**src/rtl/sbpf_pkg.sv**
```systemverilog
`timescale 1ns / 1ps

package sbpf_pkg;

  localparam int unsigned CFG_IDX_W  = 1;
  localparam int unsigned CFG_DATA_W = 17;

  // Configuration register indexes
  localparam logic [CFG_IDX_W-1:0] CFG_BANNER_LIMIT = 1'd0;
  localparam logic [CFG_IDX_W-1:0] CFG_FRAME_LIMIT  = 1'd1;

  localparam logic [7:0]  BANNER_LIMIT_RST = 8'd255;
  localparam logic [16:0] FRAME_LIMIT_RST  = 17'd2048;
  localparam logic [16:0] FRAME_CAP        = 17'h10000;

  localparam logic       KIND_DATA    = 1'b0;
  localparam logic       KIND_RESTART = 1'b1;

  localparam logic [7:0] CHAR_CR        = 8'h0D;
  localparam logic [7:0] CHAR_LF        = 8'h0A;
  localparam logic [7:0] MSG_DISCONNECT = 8'd1;
  localparam logic [8:0] LINE_COUNT_MAX = 9'd511;

  // Identification prefix "SSH-2.0-"
  localparam logic [7:0] IDENT_PREFIX [8] = '{
    8'h53, 8'h53, 8'h48, 8'h2D, 8'h32, 8'h2E, 8'h30, 8'h2D
  };

  typedef enum logic [1:0] {
    PH_BANNER = 2'd0,
    PH_PACKET = 2'd1,
    PH_CLOSED = 2'd2
  } phase_e;

  typedef enum logic [2:0] {
    EV_BUSY       = 3'd0,
    EV_BANNER_OK  = 3'd1,
    EV_BANNER_BAD = 3'd2,
    EV_PACKET     = 3'd3,
    EV_OVERSIZE   = 3'd4,
    EV_DISCONNECT = 3'd5,
    EV_CLOSED     = 3'd6
  } event_e;

  typedef struct packed {
    logic       kind;
    logic [7:0] data_byte;
  } in_item_t;

  typedef struct packed {
    logic [2:0]  event_res;
    logic [7:0]  msg_type;
    logic [15:0] packet_length;
  } out_item_t;

  // Handshake between the input register and the result register
  typedef struct packed {
    logic valid;
    logic advance;
  } stage_ctl_t;

endpackage

```
**src/rtl/sbpf_in_if.sv**
```systemverilog
`timescale 1ns / 1ps

interface sbpf_in_if;
  logic       valid;
  logic       ready;
  logic       kind;
  logic [7:0] data_byte;

  modport source (output valid, output kind, output data_byte, input ready);
  modport sink (input valid, input kind, input data_byte, output ready);
endinterface

```
**src/rtl/sbpf_out_if.sv**
```systemverilog
`timescale 1ns / 1ps

interface sbpf_out_if;
  logic        valid;
  logic        ready;
  logic [2:0]  event_res;
  logic [7:0]  msg_type;
  logic [15:0] packet_length;

  modport source (output valid, output event_res, output msg_type, output packet_length,
                  input ready);
  modport sink (input valid, input event_res, input msg_type, input packet_length,
                output ready);
endinterface

```
**src/rtl/ssh_banner_and_packet_framer.sv**
```systemverilog
`timescale 1ns / 1ps
// Channel   Dir  Payload                                    Handshake
// in_i      in   kind[0], data_byte[7:0]                    valid/ready
// out_o     out  event_res[2:0], msg_type[7:0],             valid/ready
//                packet_length[15:0]
// cfg       in   cfg_idx_i[0], cfg_data_i[16:0]             cfg_we_i, no wait
//
// One item per cycle sustained while out_o is ready; an accepted item passes through
// the input register, then the result register, before its result shows on out_o.
// The stream state updates in the same cycle that an item moves into the
// result register, so the next item always sees it.
// Reset (rst_ni low, async) empties both registers and puts the stream in the
// banner phase with limits 255 and 2048.
// A stalled out_o holds its item; in_i keeps accepting until both registers
// are full.

module ssh_banner_and_packet_framer (
  input  logic                            clk_i,
  input  logic                            rst_ni,
  input  logic                            cfg_we_i,
  input  logic [sbpf_pkg::CFG_IDX_W-1:0]  cfg_idx_i,
  input  logic [sbpf_pkg::CFG_DATA_W-1:0] cfg_data_i,
  sbpf_in_if.sink                         in_i,
  sbpf_out_if.source                      out_o
);

  sbpf_pkg::stage_ctl_t ctl;
  sbpf_pkg::in_item_t   item;
  sbpf_pkg::out_item_t  result;
  logic                 s1_valid;
  logic                 out_free;

  assign ctl.valid   = s1_valid;
  assign ctl.advance = s1_valid && out_free;

  sbpf_in_stage u_in_stage (
    .clk_i     (clk_i),
    .rst_ni    (rst_ni),
    .in_i      (in_i),
    .advance_i (ctl.advance),
    .valid_o   (s1_valid),
    .item_o    (item)
  );

  sbpf_core u_core (
    .clk_i      (clk_i),
    .rst_ni     (rst_ni),
    .cfg_we_i   (cfg_we_i),
    .cfg_idx_i  (cfg_idx_i),
    .cfg_data_i (cfg_data_i),
    .ctl_i      (ctl),
    .item_i     (item),
    .result_o   (result)
  );

  sbpf_out_stage u_out_stage (
    .clk_i    (clk_i),
    .rst_ni   (rst_ni),
    .load_i   (ctl.advance),
    .result_i (result),
    .free_o   (out_free),
    .out_o    (out_o)
  );

  // Type and length only ride on completed packets
  a_fields_zero: assert property (@(posedge clk_i) disable iff (!rst_ni)
    out_o.valid && (out_o.event_res != sbpf_pkg::EV_PACKET) &&
    (out_o.event_res != sbpf_pkg::EV_DISCONNECT)
    |-> (out_o.msg_type == 8'd0) && (out_o.packet_length == 16'd0))
    else $error("type or length set on a non-packet result");

  a_disc_type: assert property (@(posedge clk_i) disable iff (!rst_ni)
    out_o.valid && (out_o.event_res == sbpf_pkg::EV_DISCONNECT)
    |-> (out_o.msg_type == sbpf_pkg::MSG_DISCONNECT) && (out_o.packet_length >= 16'd2))
    else $error("disconnect result with wrong type or length");

  a_len_cap: assert property (@(posedge clk_i) disable iff (!rst_ni)
    out_o.valid && (out_o.event_res == sbpf_pkg::EV_PACKET)
    |-> out_o.packet_length <= 16'd65532)
    else $error("completed packet longer than the frame cap");

  a_in_stall: assert property (@(posedge clk_i) disable iff (!rst_ni)
    s1_valid && out_o.valid && !out_o.ready |-> !in_i.ready)
    else $error("input accepted while both registers are full");

endmodule

```
**src/rtl/sbpf_in_stage.sv**
```systemverilog
`timescale 1ns / 1ps

module sbpf_in_stage (
  input  logic               clk_i,
  input  logic               rst_ni,
  sbpf_in_if.sink            in_i,
  input  logic               advance_i,
  output logic               valid_o,
  output sbpf_pkg::in_item_t item_o
);

  logic               valid_q;
  sbpf_pkg::in_item_t item_q;
  logic               take;

  assign in_i.ready = !valid_q || advance_i;
  assign take       = in_i.valid && in_i.ready;

  always_ff @(posedge clk_i or negedge rst_ni) begin
    if (!rst_ni) begin
      valid_q <= 1'b0;
    end else if (take) begin
      valid_q <= 1'b1;
    end else if (advance_i) begin
      valid_q <= 1'b0;
    end
  end

  always_ff @(posedge clk_i) begin
    if (take) begin
      item_q.kind      <= in_i.kind;
      item_q.data_byte <= in_i.data_byte;
    end
  end

  assign valid_o = valid_q;
  assign item_o  = item_q;

endmodule

```
**src/rtl/sbpf_core.sv**
```systemverilog
`timescale 1ns / 1ps

module sbpf_core (
  input  logic                                clk_i,
  input  logic                                rst_ni,
  input  logic                                cfg_we_i,
  input  logic [sbpf_pkg::CFG_IDX_W-1:0]      cfg_idx_i,
  input  logic [sbpf_pkg::CFG_DATA_W-1:0]     cfg_data_i,
  input  sbpf_pkg::stage_ctl_t                ctl_i,
  input  sbpf_pkg::in_item_t                  item_i,
  output sbpf_pkg::out_item_t                 result_o
);

  logic [7:0]  banner_limit_q;
  logic [16:0] frame_limit_q;

  sbpf_pkg::phase_e phase_q, phase_d;
  logic [8:0]  line_count_q, line_count_d;
  logic        prefix_ok_q, prefix_ok_d;
  logic        cr_seen_q, cr_seen_d;
  logic [23:0] length_q, length_d;
  logic [16:0] byte_count_q, byte_count_d;
  logic [7:0]  type_q, type_d;

  logic        fire;
  logic        is_restart;
  logic [7:0]  b;
  logic        prefix_miss;
  logic        prefix_ok_nx;
  logic [8:0]  line_inc;
  logic        ban_long;
  logic        ban_lf_ok;
  logic [16:0] frame_lim;
  logic [31:0] len_full;
  logic [32:0] len_sum;
  logic        idx_shift;
  logic        idx_last_len;
  logic [15:0] len16;
  logic [16:0] byte_inc;
  logic [7:0]  cur_type;
  logic [7:0]  pkt_type;
  logic        pkt_over;
  logic        pkt_done;
  logic        pkt_disc;

  assign fire       = ctl_i.valid && ctl_i.advance;
  assign is_restart = item_i.kind == sbpf_pkg::KIND_RESTART;
  assign b          = item_i.data_byte;

  // Banner checks
  assign prefix_miss  = (line_count_q < 9'd8) &&
                        (b != sbpf_pkg::IDENT_PREFIX[line_count_q[2:0]]);
  assign prefix_ok_nx = prefix_ok_q && !prefix_miss;
  assign line_inc     = (line_count_q != sbpf_pkg::LINE_COUNT_MAX) ?
                        line_count_q + 9'd1 : line_count_q;
  assign ban_long     = line_inc > {1'b0, banner_limit_q};
  assign ban_lf_ok    = (b == sbpf_pkg::CHAR_LF) && prefix_ok_nx;

  // Packet framing
  assign frame_lim    = (frame_limit_q > sbpf_pkg::FRAME_CAP) ? sbpf_pkg::FRAME_CAP
                                                                : frame_limit_q;
  assign len_full     = {length_q, b};
  assign len_sum      = {1'b0, len_full} + 33'd4;
  assign idx_shift    = byte_count_q < 17'd3;
  assign idx_last_len = byte_count_q == 17'd3;
  assign len16        = idx_last_len ? len_full[15:0] : length_q[15:0];
  assign byte_inc     = byte_count_q + 17'd1;
  assign cur_type     = (byte_count_q == 17'd5) ? b : type_q;
  assign pkt_type     = (len16 >= 16'd2) ? cur_type : 8'd0;
  assign pkt_over     = idx_last_len && (len_sum > {16'd0, frame_lim});
  assign pkt_done     = !idx_shift && !pkt_over &&
                        (byte_inc == ({1'b0, len16} + 17'd4));
  assign pkt_disc     = pkt_done && (pkt_type == sbpf_pkg::MSG_DISCONNECT);

  // Next phase
  always_comb begin
    phase_d = phase_q;
    if (fire) begin
      if (is_restart) begin
        phase_d = sbpf_pkg::PH_BANNER;
      end else begin
        case (phase_q)
          sbpf_pkg::PH_BANNER: begin
            if (ban_long) begin
              phase_d = sbpf_pkg::PH_CLOSED;
            end else if (cr_seen_q) begin
              phase_d = ban_lf_ok ? sbpf_pkg::PH_PACKET : sbpf_pkg::PH_CLOSED;
            end
          end
          sbpf_pkg::PH_PACKET: begin
            if (pkt_over || pkt_disc) begin
              phase_d = sbpf_pkg::PH_CLOSED;
            end
          end
          default: phase_d = phase_q;
        endcase
      end
    end
  end

  // Result and stream state
  always_comb begin
    result_o.event_res     = sbpf_pkg::EV_BUSY;
    result_o.msg_type      = 8'd0;
    result_o.packet_length = 16'd0;
    line_count_d = line_count_q;
    prefix_ok_d  = prefix_ok_q;
    cr_seen_d    = cr_seen_q;
    length_d     = length_q;
    byte_count_d = byte_count_q;
    type_d       = type_q;
    if (is_restart) begin
      line_count_d = 9'd0;
      prefix_ok_d  = 1'b1;
      cr_seen_d    = 1'b0;
      length_d     = 24'd0;
      byte_count_d = 17'd0;
      type_d       = 8'd0;
    end else begin
      case (phase_q)
        sbpf_pkg::PH_BANNER: begin
          line_count_d = line_inc;
          prefix_ok_d  = prefix_ok_nx;
          if (ban_long) begin
            result_o.event_res = sbpf_pkg::EV_BANNER_BAD;
          end else if (cr_seen_q) begin
            if (ban_lf_ok) begin
              result_o.event_res = sbpf_pkg::EV_BANNER_OK;
              length_d     = 24'd0;
              byte_count_d = 17'd0;
              type_d       = 8'd0;
            end else begin
              result_o.event_res = sbpf_pkg::EV_BANNER_BAD;
            end
          end else if (b == sbpf_pkg::CHAR_CR) begin
            cr_seen_d = 1'b1;
          end
        end
        sbpf_pkg::PH_PACKET: begin
          byte_count_d = byte_inc;
          if (idx_shift || idx_last_len) begin
            length_d = len_full[23:0];
          end
          if (byte_count_q == 17'd5) begin
            type_d = b;
          end
          if (pkt_over) begin
            result_o.event_res = sbpf_pkg::EV_OVERSIZE;
          end else if (pkt_done) begin
            result_o.event_res     = pkt_disc ? sbpf_pkg::EV_DISCONNECT
                                              : sbpf_pkg::EV_PACKET;
            result_o.msg_type      = pkt_type;
            result_o.packet_length = len16;
            length_d     = 24'd0;
            byte_count_d = 17'd0;
            type_d       = 8'd0;
          end
        end
        default: result_o.event_res = sbpf_pkg::EV_CLOSED;
      endcase
    end
  end

  always_ff @(posedge clk_i or negedge rst_ni) begin
    if (!rst_ni) begin
      banner_limit_q <= sbpf_pkg::BANNER_LIMIT_RST;
      frame_limit_q  <= sbpf_pkg::FRAME_LIMIT_RST;
    end else if (cfg_we_i) begin
      case (cfg_idx_i)
        sbpf_pkg::CFG_BANNER_LIMIT: banner_limit_q <= cfg_data_i[7:0];
        sbpf_pkg::CFG_FRAME_LIMIT:  frame_limit_q  <= cfg_data_i;
        default: ;
      endcase
    end
  end

  always_ff @(posedge clk_i or negedge rst_ni) begin
    if (!rst_ni) begin
      phase_q      <= sbpf_pkg::PH_BANNER;
      line_count_q <= 9'd0;
      prefix_ok_q  <= 1'b1;
      cr_seen_q    <= 1'b0;
      length_q     <= 24'd0;
      byte_count_q <= 17'd0;
      type_q       <= 8'd0;
    end else if (fire) begin
      phase_q      <= phase_d;
      line_count_q <= line_count_d;
      prefix_ok_q  <= prefix_ok_d;
      cr_seen_q    <= cr_seen_d;
      length_q     <= length_d;
      byte_count_q <= byte_count_d;
      type_q       <= type_d;
    end
  end

endmodule

```
**src/rtl/sbpf_out_stage.sv**
```systemverilog
`timescale 1ns / 1ps

module sbpf_out_stage (
  input  logic                clk_i,
  input  logic                rst_ni,
  input  logic                load_i,
  input  sbpf_pkg::out_item_t result_i,
  output logic                free_o,
  sbpf_out_if.source          out_o
);

  logic                valid_q;
  sbpf_pkg::out_item_t result_q;

  // Free when empty or when the held item leaves this cycle
  assign free_o = !valid_q || out_o.ready;

  always_ff @(posedge clk_i or negedge rst_ni) begin
    if (!rst_ni) begin
      valid_q <= 1'b0;
    end else if (load_i) begin
      valid_q <= 1'b1;
    end else if (out_o.ready) begin
      valid_q <= 1'b0;
    end
  end

  always_ff @(posedge clk_i) begin
    if (load_i) begin
      result_q <= result_i;
    end
  end

  assign out_o.valid         = valid_q;
  assign out_o.event_res     = result_q.event_res;
  assign out_o.msg_type      = result_q.msg_type;
  assign out_o.packet_length = result_q.packet_length;

endmodule

```
**src/flat_wrapper.sv**
```systemverilog
// flat-port wrapper written by rule: the top's interface ports become plain ports
module ssh_banner_and_packet_framer_flat 
  (clk_i, rst_ni, cfg_we_i, cfg_idx_i, cfg_data_i, in_i_valid, in_i_kind, in_i_data_byte, in_i_ready, out_o_valid, out_o_event_res, out_o_msg_type, out_o_packet_length, out_o_ready);
  sbpf_in_if in_i_i ();
  sbpf_out_if out_o_i ();
  input  logic clk_i;
  input  logic rst_ni;
  input  logic cfg_we_i;
  input  logic [sbpf_pkg::CFG_IDX_W-1:0] cfg_idx_i;
  input  logic [sbpf_pkg::CFG_DATA_W-1:0] cfg_data_i;
  input wire logic [$bits(in_i_i.valid)-1:0] in_i_valid;
  input wire logic [$bits(in_i_i.kind)-1:0] in_i_kind;
  input wire logic [$bits(in_i_i.data_byte)-1:0] in_i_data_byte;
  output wire logic [$bits(in_i_i.ready)-1:0] in_i_ready;
  output wire logic [$bits(out_o_i.valid)-1:0] out_o_valid;
  output wire logic [$bits(out_o_i.event_res)-1:0] out_o_event_res;
  output wire logic [$bits(out_o_i.msg_type)-1:0] out_o_msg_type;
  output wire logic [$bits(out_o_i.packet_length)-1:0] out_o_packet_length;
  input wire logic [$bits(out_o_i.ready)-1:0] out_o_ready;
  assign in_i_i.valid = in_i_valid;
  assign in_i_i.kind = in_i_kind;
  assign in_i_i.data_byte = in_i_data_byte;
  assign in_i_ready = in_i_i.ready;
  assign out_o_valid = out_o_i.valid;
  assign out_o_event_res = out_o_i.event_res;
  assign out_o_msg_type = out_o_i.msg_type;
  assign out_o_packet_length = out_o_i.packet_length;
  assign out_o_i.ready = out_o_ready;
  ssh_banner_and_packet_framer u_core (.clk_i(clk_i), .rst_ni(rst_ni), .cfg_we_i(cfg_we_i), .cfg_idx_i(cfg_idx_i), .cfg_data_i(cfg_data_i), .in_i(in_i_i), .out_o(out_o_i));
endmodule
```
**config.mk**
```make
export PLATFORM = sky130hd
export DESIGN_NAME = ssh_banner_and_packet_framer_flat
export DESIGN_NICKNAME = d
export VERILOG_FILES = /design/src/rtl/sbpf_pkg.sv /design/src/rtl/sbpf_in_if.sv /design/src/rtl/sbpf_out_if.sv /design/src/rtl/ssh_banner_and_packet_framer.sv /design/src/rtl/sbpf_in_stage.sv /design/src/rtl/sbpf_core.sv /design/src/rtl/sbpf_out_stage.sv /design/src/flat_wrapper.sv
export SDC_FILE = /design/constraint.sdc
export NUM_CORES = 1
export LEC_CHECK = 0
export BUFFER_PORTS_ARGS = -buffer_cell sky130_fd_sc_hd__buf_2
export CAP_MARGIN = 0
export CORE_ASPECT_RATIO = 0.6
export CORE_UTILIZATION = 40
export CTS_BUF_LIST = sky130_fd_sc_hd__clkbuf_16
export CTS_CLUSTER_DIAMETER = 30
export CTS_CLUSTER_SIZE = 28
export DETAILED_ROUTE_END_ITERATION = 10
export GPL_TIMING_DRIVEN = 0
export SETUP_SLACK_MARGIN = 0.5
export SYNTH_ARGS = -nofsm -noshare
export SYNTH_HDL_FRONTEND = slang
export SYNTH_SLANG_ARGS = --single-unit
```
**constraint.sdc**
```tcl
create_clock -name clk_i -period 5.1 [get_ports clk_i]
set_input_delay 1.53 -clock clk_i [delete_from_list [all_inputs] [get_ports clk_i]]
set_output_delay 1.53 -clock clk_i [all_outputs]
set_load 0.03 [all_outputs]
```
# Word-level counts from Yosys, hierarchy flattened
# Memory sizes are Yosys's and may differ from the RTL's.
# Cells that the tools add are included.
# word_totals
elab_cells	133
rom_bits	64
ff_bits	125
n_memories	1
out_inout_bits	29
# op_classes
n_eq_ne	15
bitwise_logic	4
reduce_logical	31
mux	55
add_sub_neg	4
n_lt_le_gt_ge	7
# mem_list
name	depth	word_bits	read_ports	rd_ports_with_merged_regs	write_ports	line	text
(no name shown)	8	8	1	0	0	sbpf_core.sv:52	(b != sbpf_pkg::IDENT_PREFIX[line_count_q[2:0]]);
# ops
cell	count
24-bit two-way mux	7
17-bit two-way mux	7
8-bit two-way mux	10
24-bit case mux with 2 select lines	1
17-bit case mux with 2 select lines	1
32-bit by 3-bit adder with 33-bit output, second input constant	1
33-bit by 17-bit > comparator with 1-bit output	1
27-bit two-way mux	1
9-bit two-way mux	3
16-bit by 3-bit adder with 17-bit output, second input constant	1
17-bit by 1-bit adder with 17-bit output, second input constant	1
17-bit == test	1
17-bit by 2-bit == test with 1-bit output, second input constant	1
17-bit by 3-bit == test with 1-bit output, second input constant	1
17-bit > comparator, second input constant	1
17-bit by 2-bit < comparator with 1-bit output, second input constant	1
8-bit by 4-bit == test with 1-bit output, second input constant	2
16-bit by 2-bit >= comparator with 1-bit output, second input constant	1
16-bit two-way mux	1
2-bit two-way mux	8
8-bit case mux with 2 select lines	1
3-bit by 2-bit != test with 1-bit output, second input constant	4
1-bit two-way mux	11
1-bit logical AND	10
25 further kinds	39

# Longest topological paths before layout
# depth
ltp_word	14
depth_mapped	21

# Cells and area by module
# From an unflattened synthesis, not the netlist that was laid out.
# hier_totals
hier_cells	889
hier_area_um2	8366.8
# by_module_without_submodules
mod	cells_per_inst	area_per_inst_um2	seq_area_each_um2	instances
sbpf_core	845	7178.1	2189.6	1
sbpf_out_stage	30	858.3	835.8	1
sbpf_in_stage	13	324.1	295.3	1
ssh_banner_and_packet_framer	1	6.3	0.0	1

# Least setup slack after synthesis
# OpenSTA, ideal clock, no wires.
# synth_timing
path_kind	register to register
start	register u_core.u_core.byte_count_q[1]
end	register u_core.u_out_stage.result_q (netlist bit u_core.u_out_stage.out_o.msg_type[6]), data pin
setup_time_ns	0.140
required_ns	4.960
synth_period_minus_slack_ns	4.523
slack_ns	0.577
arrival_time_ns	4.382
path_buffers	6
path_stages_with_launch	22
path_cell_list	dfrtp_1 -> ha_1 -> clkbuf_2 -> nor4b_1 -> and4_1 -> buf_2 -> buf_2 -> buf_2 -> mux2i_1 -> inv_1 -> ha_1 -> nand3_1 -> or4_1 -> a221o_1 -> a21oi_1 -> o21ai_1 -> a2111oi_4 -> nand4_2 -> buf_6 -> nand4bb_1 -> buf_6 -> a21oi_2
# synth_between
elab_chain_cells	7
elab_cells_between_ends	17
# synth_rtl
item	line	text
from (decl)	sbpf_core.sv:22	logic [16:0] byte_count_q, byte_count_d;
from (signal assigned)	sbpf_core.sv:192	byte_count_q <= byte_count_d;
17-bit by 2-bit == test with 1-bit output (*)	sbpf_core.sv:65	assign idx_last_len = byte_count_q == 17'd3;
16-bit two-way mux (*)	sbpf_core.sv:66	assign len16 = idx_last_len ? len_full[15:0] : length_q[15:0];
named net u_core.u_core.len16[3]	sbpf_core.sv:38	logic [15:0] len16;
16-bit by 3-bit adder with 17-bit output	sbpf_core.sv:72	(byte_inc == ({1'b0, len16} + 17'd4));
17-bit == test	sbpf_core.sv:72	
1-bit logical AND	sbpf_core.sv:71	assign pkt_done = !idx_shift && !pkt_over &&
1-bit NOT (no line)	n/a	
4-bit OR reduction (no line)	n/a	
to (signal assigned)	sbpf_out_stage.sv:30	result_q <= result_i;
to (decl)	sbpf_out_stage.sv:13	sbpf_pkg::out_item_t result_q;
# The timed path passes the listed nets; every way through them passes the cells marked *.
# A chain may end at the register's enable or synchronous reset.

# Worst setup path in the final report
# layout_timing
start	register u_core.u_core.byte_count_q[1]
end	register u_core.u_core.type_q[2]
# layout_between
elab_chain_cells	9
elab_cells_between_ends	17
# layout_rtl
item	line	text
17-bit by 2-bit == test with 1-bit output	sbpf_core.sv:65	
16-bit two-way mux	sbpf_core.sv:66	
named net u_core.u_core.len16[3]	sbpf_core.sv:38	
16-bit by 3-bit adder with 17-bit output	sbpf_core.sv:72	
17-bit == test	sbpf_core.sv:72	
1-bit logical AND	sbpf_core.sv:71	
8-bit two-way mux	sbpf_core.sv:149	end else if (pkt_done) begin
8-bit two-way mux	sbpf_core.sv:147	if (pkt_over) begin
8-bit case mux with 2 select lines	sbpf_core.sv:120	case (phase_q)
8-bit two-way mux	sbpf_core.sv:112	if (is_restart) begin
to (signal assigned)	sbpf_core.sv:193	type_q <= type_d;
to (decl)	sbpf_core.sv:23	logic [7:0] type_q, type_d;
# The timed path passes the listed nets, and every way through them passes these cells.

==> run metrics <==
synth warn 0; vias in the first global route 7518; hold path start u_core.u_core.prefix_ok_q; Worst-Skew Late Latency 0.44 ns; Top Ports 61; status finished, final reports clean; RSZ-0062 raised after global routing yes; Max Fclk 0.212 GHz; Slew Viols, Final 0; fin crit share 0.926; count leader, synth nand2_1; Seq/Total Area, Yosys 0.371; vias per cell 6.05; Worst Path Max Fanout 10; 1st-iter DRT viols 1006; reg2reg start u_core.u_core.byte_count_q[1]; largest net degree at the start of global routing 60; Mapped Nets 1040; final RePlAce weighted congestion 0.978; Synth cell types 77; Detail Route Antenna Nets 0; Die ar. 0.0230 mm²; Leak 4.57 nW; clock skew 0.00997 ns; dpl hpwl 22800 µm; final core occ 0.507; CP Data Arrival Time 5.03 ns; DRT Pass-1 Iters 7; Hold Slack 0.489 ns; clk sinks 125; TritonCTS clock tree built; P&R area growth vs syn 21.5%; hold crit path type register to register; Overall Global Routing Usage 0.272; Slew @ Worst Pin 1.13 ns; worst-case headroom to the max-slew limit 0.243; PwrDens 261 mW/mm²; initial core utilization 0.417; final hold vios 0; Cells after Synth 974; worst setup path start u_core.u_core.byte_count_q[1]; Remaining DRCs 0; Multi-input gate area 0.00536 mm²; Post-Route WL 31100 µm; Rows 41; drt wl/cell 22.6 µm; Die Y 118 µm; Max Cap Viol 0; Worst Path Required 5.40 ns; Startpoint Class register; Remaining Overflow, GRT 0; crit end category register; Post-Syn Area per Cell 9.18 µm²; dpl ws -0.471 ns; post-synth top area share 0.221; share of layout cells above drive strength 1 0.235; initial antenna violation count 0; cell area after synthesis 0.00894 mm²; Clock Tree Buf Depth 2; Layout fillers 2011; core area 0.0214 mm²; critical path's slowest cell or4_1; Post-synth EDFFs 36; worst vdd ir 0.243 mV; crit-path cells ha_4 -> buf_8 -> nor4b_4 -> and4_1 -> buf_6 -> buf_8 -> buf_12 -> mux2i_4 -> inv_2 -> ha_4 -> nand3_2 -> or4_1 -> a221o_1 -> buf_6 -> nand4_1 -> o211ai_1 -> a2111oi_4 -> nand4_4 -> buf_6 -> buf_6 -> a221oi_2 -> o31ai_2; width of the chip 195 µm; H-tree depth 4; Setup violations, final 0; most common library cells after synthesis nand2_1 (103), dfrtp_1 (79), and3_1 (64), clkbuf_1 (57), xnor2_1 (44); clock slew at reported path FFs 0.06 ns; post-route setup slack 0.375 ns; WS Path Type register to register; nets 1149; Post-synth ARST share 0.712; Crit path top cell by count buf_6; Non-Filler Instances 1375; flops & latches, synth 125; Top FF cell, synth dfrtp_1; Post-Place Cells 1314; cell taking the most area after synthesis dfrtp_1; crit-path max cell delay 0.52 ns; register area 0.00332 mm²; post-layout min period 4.73 ns; Root Driver clkbuf_16; Area contributors post-synth dfrtp_1 (22%), edfxtp_1 (12%), ha_1 (4.8%), and3_1 (4.5%), nand2_1 (4.3%); number of CTS-inserted buffers 17; first-pass GRT wire length 46900 µm; Ant. Diodes 0; Vias 8323; PortBufs 60
final cells by class:
cell class | instances | share of cell area
plain buffers | 89 | 0.0472
clock buffers | 17 | 0.0392
clock inverters | 15 | 0.0210
inverters | 28 | 0.00967
multi-input cells | 732 | 0.494
flip-flops and latches | 125 | 0.306
well taps | 279 | 0.0321
repair buffers | 90 | 0.0515
repair_timing:
action                     in CTS  in global routing
setup buffers                  14                 15
pin swaps                       9                 12
hold buffers                    0                  0
setup endpoints to repair      78                 78
gates resized for setup        37                 56
per-layer routing:
layer / part of all wire / GRT usage / up-vias
li1: - / - / 3848
met1: 0.51 / 0.438 / 4064
met2: 0.38 / 0.339 / 380
met3: 0.11 / 0.0854 / 31
met4: 0.013 / 0.0586 / 0
met5: 0 / 0 / -
kinds of logic (layout without fill, tap and decap cells):
kind of cell / after synthesis / in the layout / share of synthesized area
XOR/XNOR: 63 / 63 / 0.0617
AO/OA/AOI/OAI: 217 / 217 / 0.181
flip-flops: 125 / 125 / 0.371
adder cells (fa/ha/maj): 34 / 34 / 0.0476
AND/OR/NAND/NOR: 377 / 377 / 0.229
buffers and inverters: 117 / 239 / 0.0596
multiplexers: 41 / 41 / 0.0494
final timing paths:
check,end,cells past startpoint,slack [ns]
min in group asynchronous,u_core.u_core.length_q[14],1,1.04
max in group asynchronous,u_core.u_core.prefix_ok_q,2,3.35
worst max-delay path,u_core.u_core.type_q[2],22,0.37
worst min register to register,u_core.u_core.prefix_ok_q,2,0.49
worst min-delay path,u_core.u_core.prefix_ok_q,2,0.49
worst max register to register,u_core.u_core.type_q[2],22,0.37
cell usage in the layout (no fill, tap or decap), types with 25 or more instances in the layout:
cell type  count
edfxtp_1      36
nand2_1      102
nor2_1        40
xnor2_1       44
a22oi_1       31
buf_4         34
buf_2         71
ha_1          32
and3_1        61
nand4_1       25
dfrtp_1       78
nand3_1       33
inv_1         27
o21ai_0       42
clkbuf_1      48
metrics by stage:
step           total power, mW  cell area (µm²)  setup TNS [ns]
6_report                  2.84            10900               0
5_1_grt                   2.95            10900               0
4_1_cts                   2.86            10600               0
2_1_floorplan             1.36             8940               0
3_5_place_dp              1.49             9620          -24.80
3_3_place_gp              1.48             9590          -28.61
state kept, by name (all words and copies together), names as in the netlist:
name / cells
u_core.u_out_stage.out_o.valid: 1
u_core.u_out_stage.out_o.packet_length: 16
u_core.u_core.phase_q: 2
u_core.u_core.type_q: 8
u_core.u_core.cr_seen_q: 1
u_core.u_core.line_count_q: 9
u_core.u_in_stage.valid_o: 1
u_core.u_in_stage.item_o: 9
u_core.u_core.frame_limit_q: 17
u_core.u_core.length_q: 24
u_core.u_core.prefix_ok_q: 1
u_core.u_out_stage.out_o.event_res: 3
u_core.u_core.banner_limit_q: 8
u_core.u_core.byte_count_q: 17
u_core.u_out_stage.out_o.msg_type: 8
worst max-delay path, delay by kind of cell, from the launching register on:
kind	cells	cell delay, ns
AND/OR/NAND/NOR	6	1.17
AO/OA/AOI/OAI	5	1.31
adder cells (fa/ha/maj)	2	0.36
multiplexers	1	0.19
buffers and inverters	8	1.13
flip-flops	1	0.42
power by group:
group	switching [mW]	internal, mW
logic	0.222	0.126
clock network	0.457	0.906
registers	0.0333	1.10
Power figures use the tool's default switching activity.
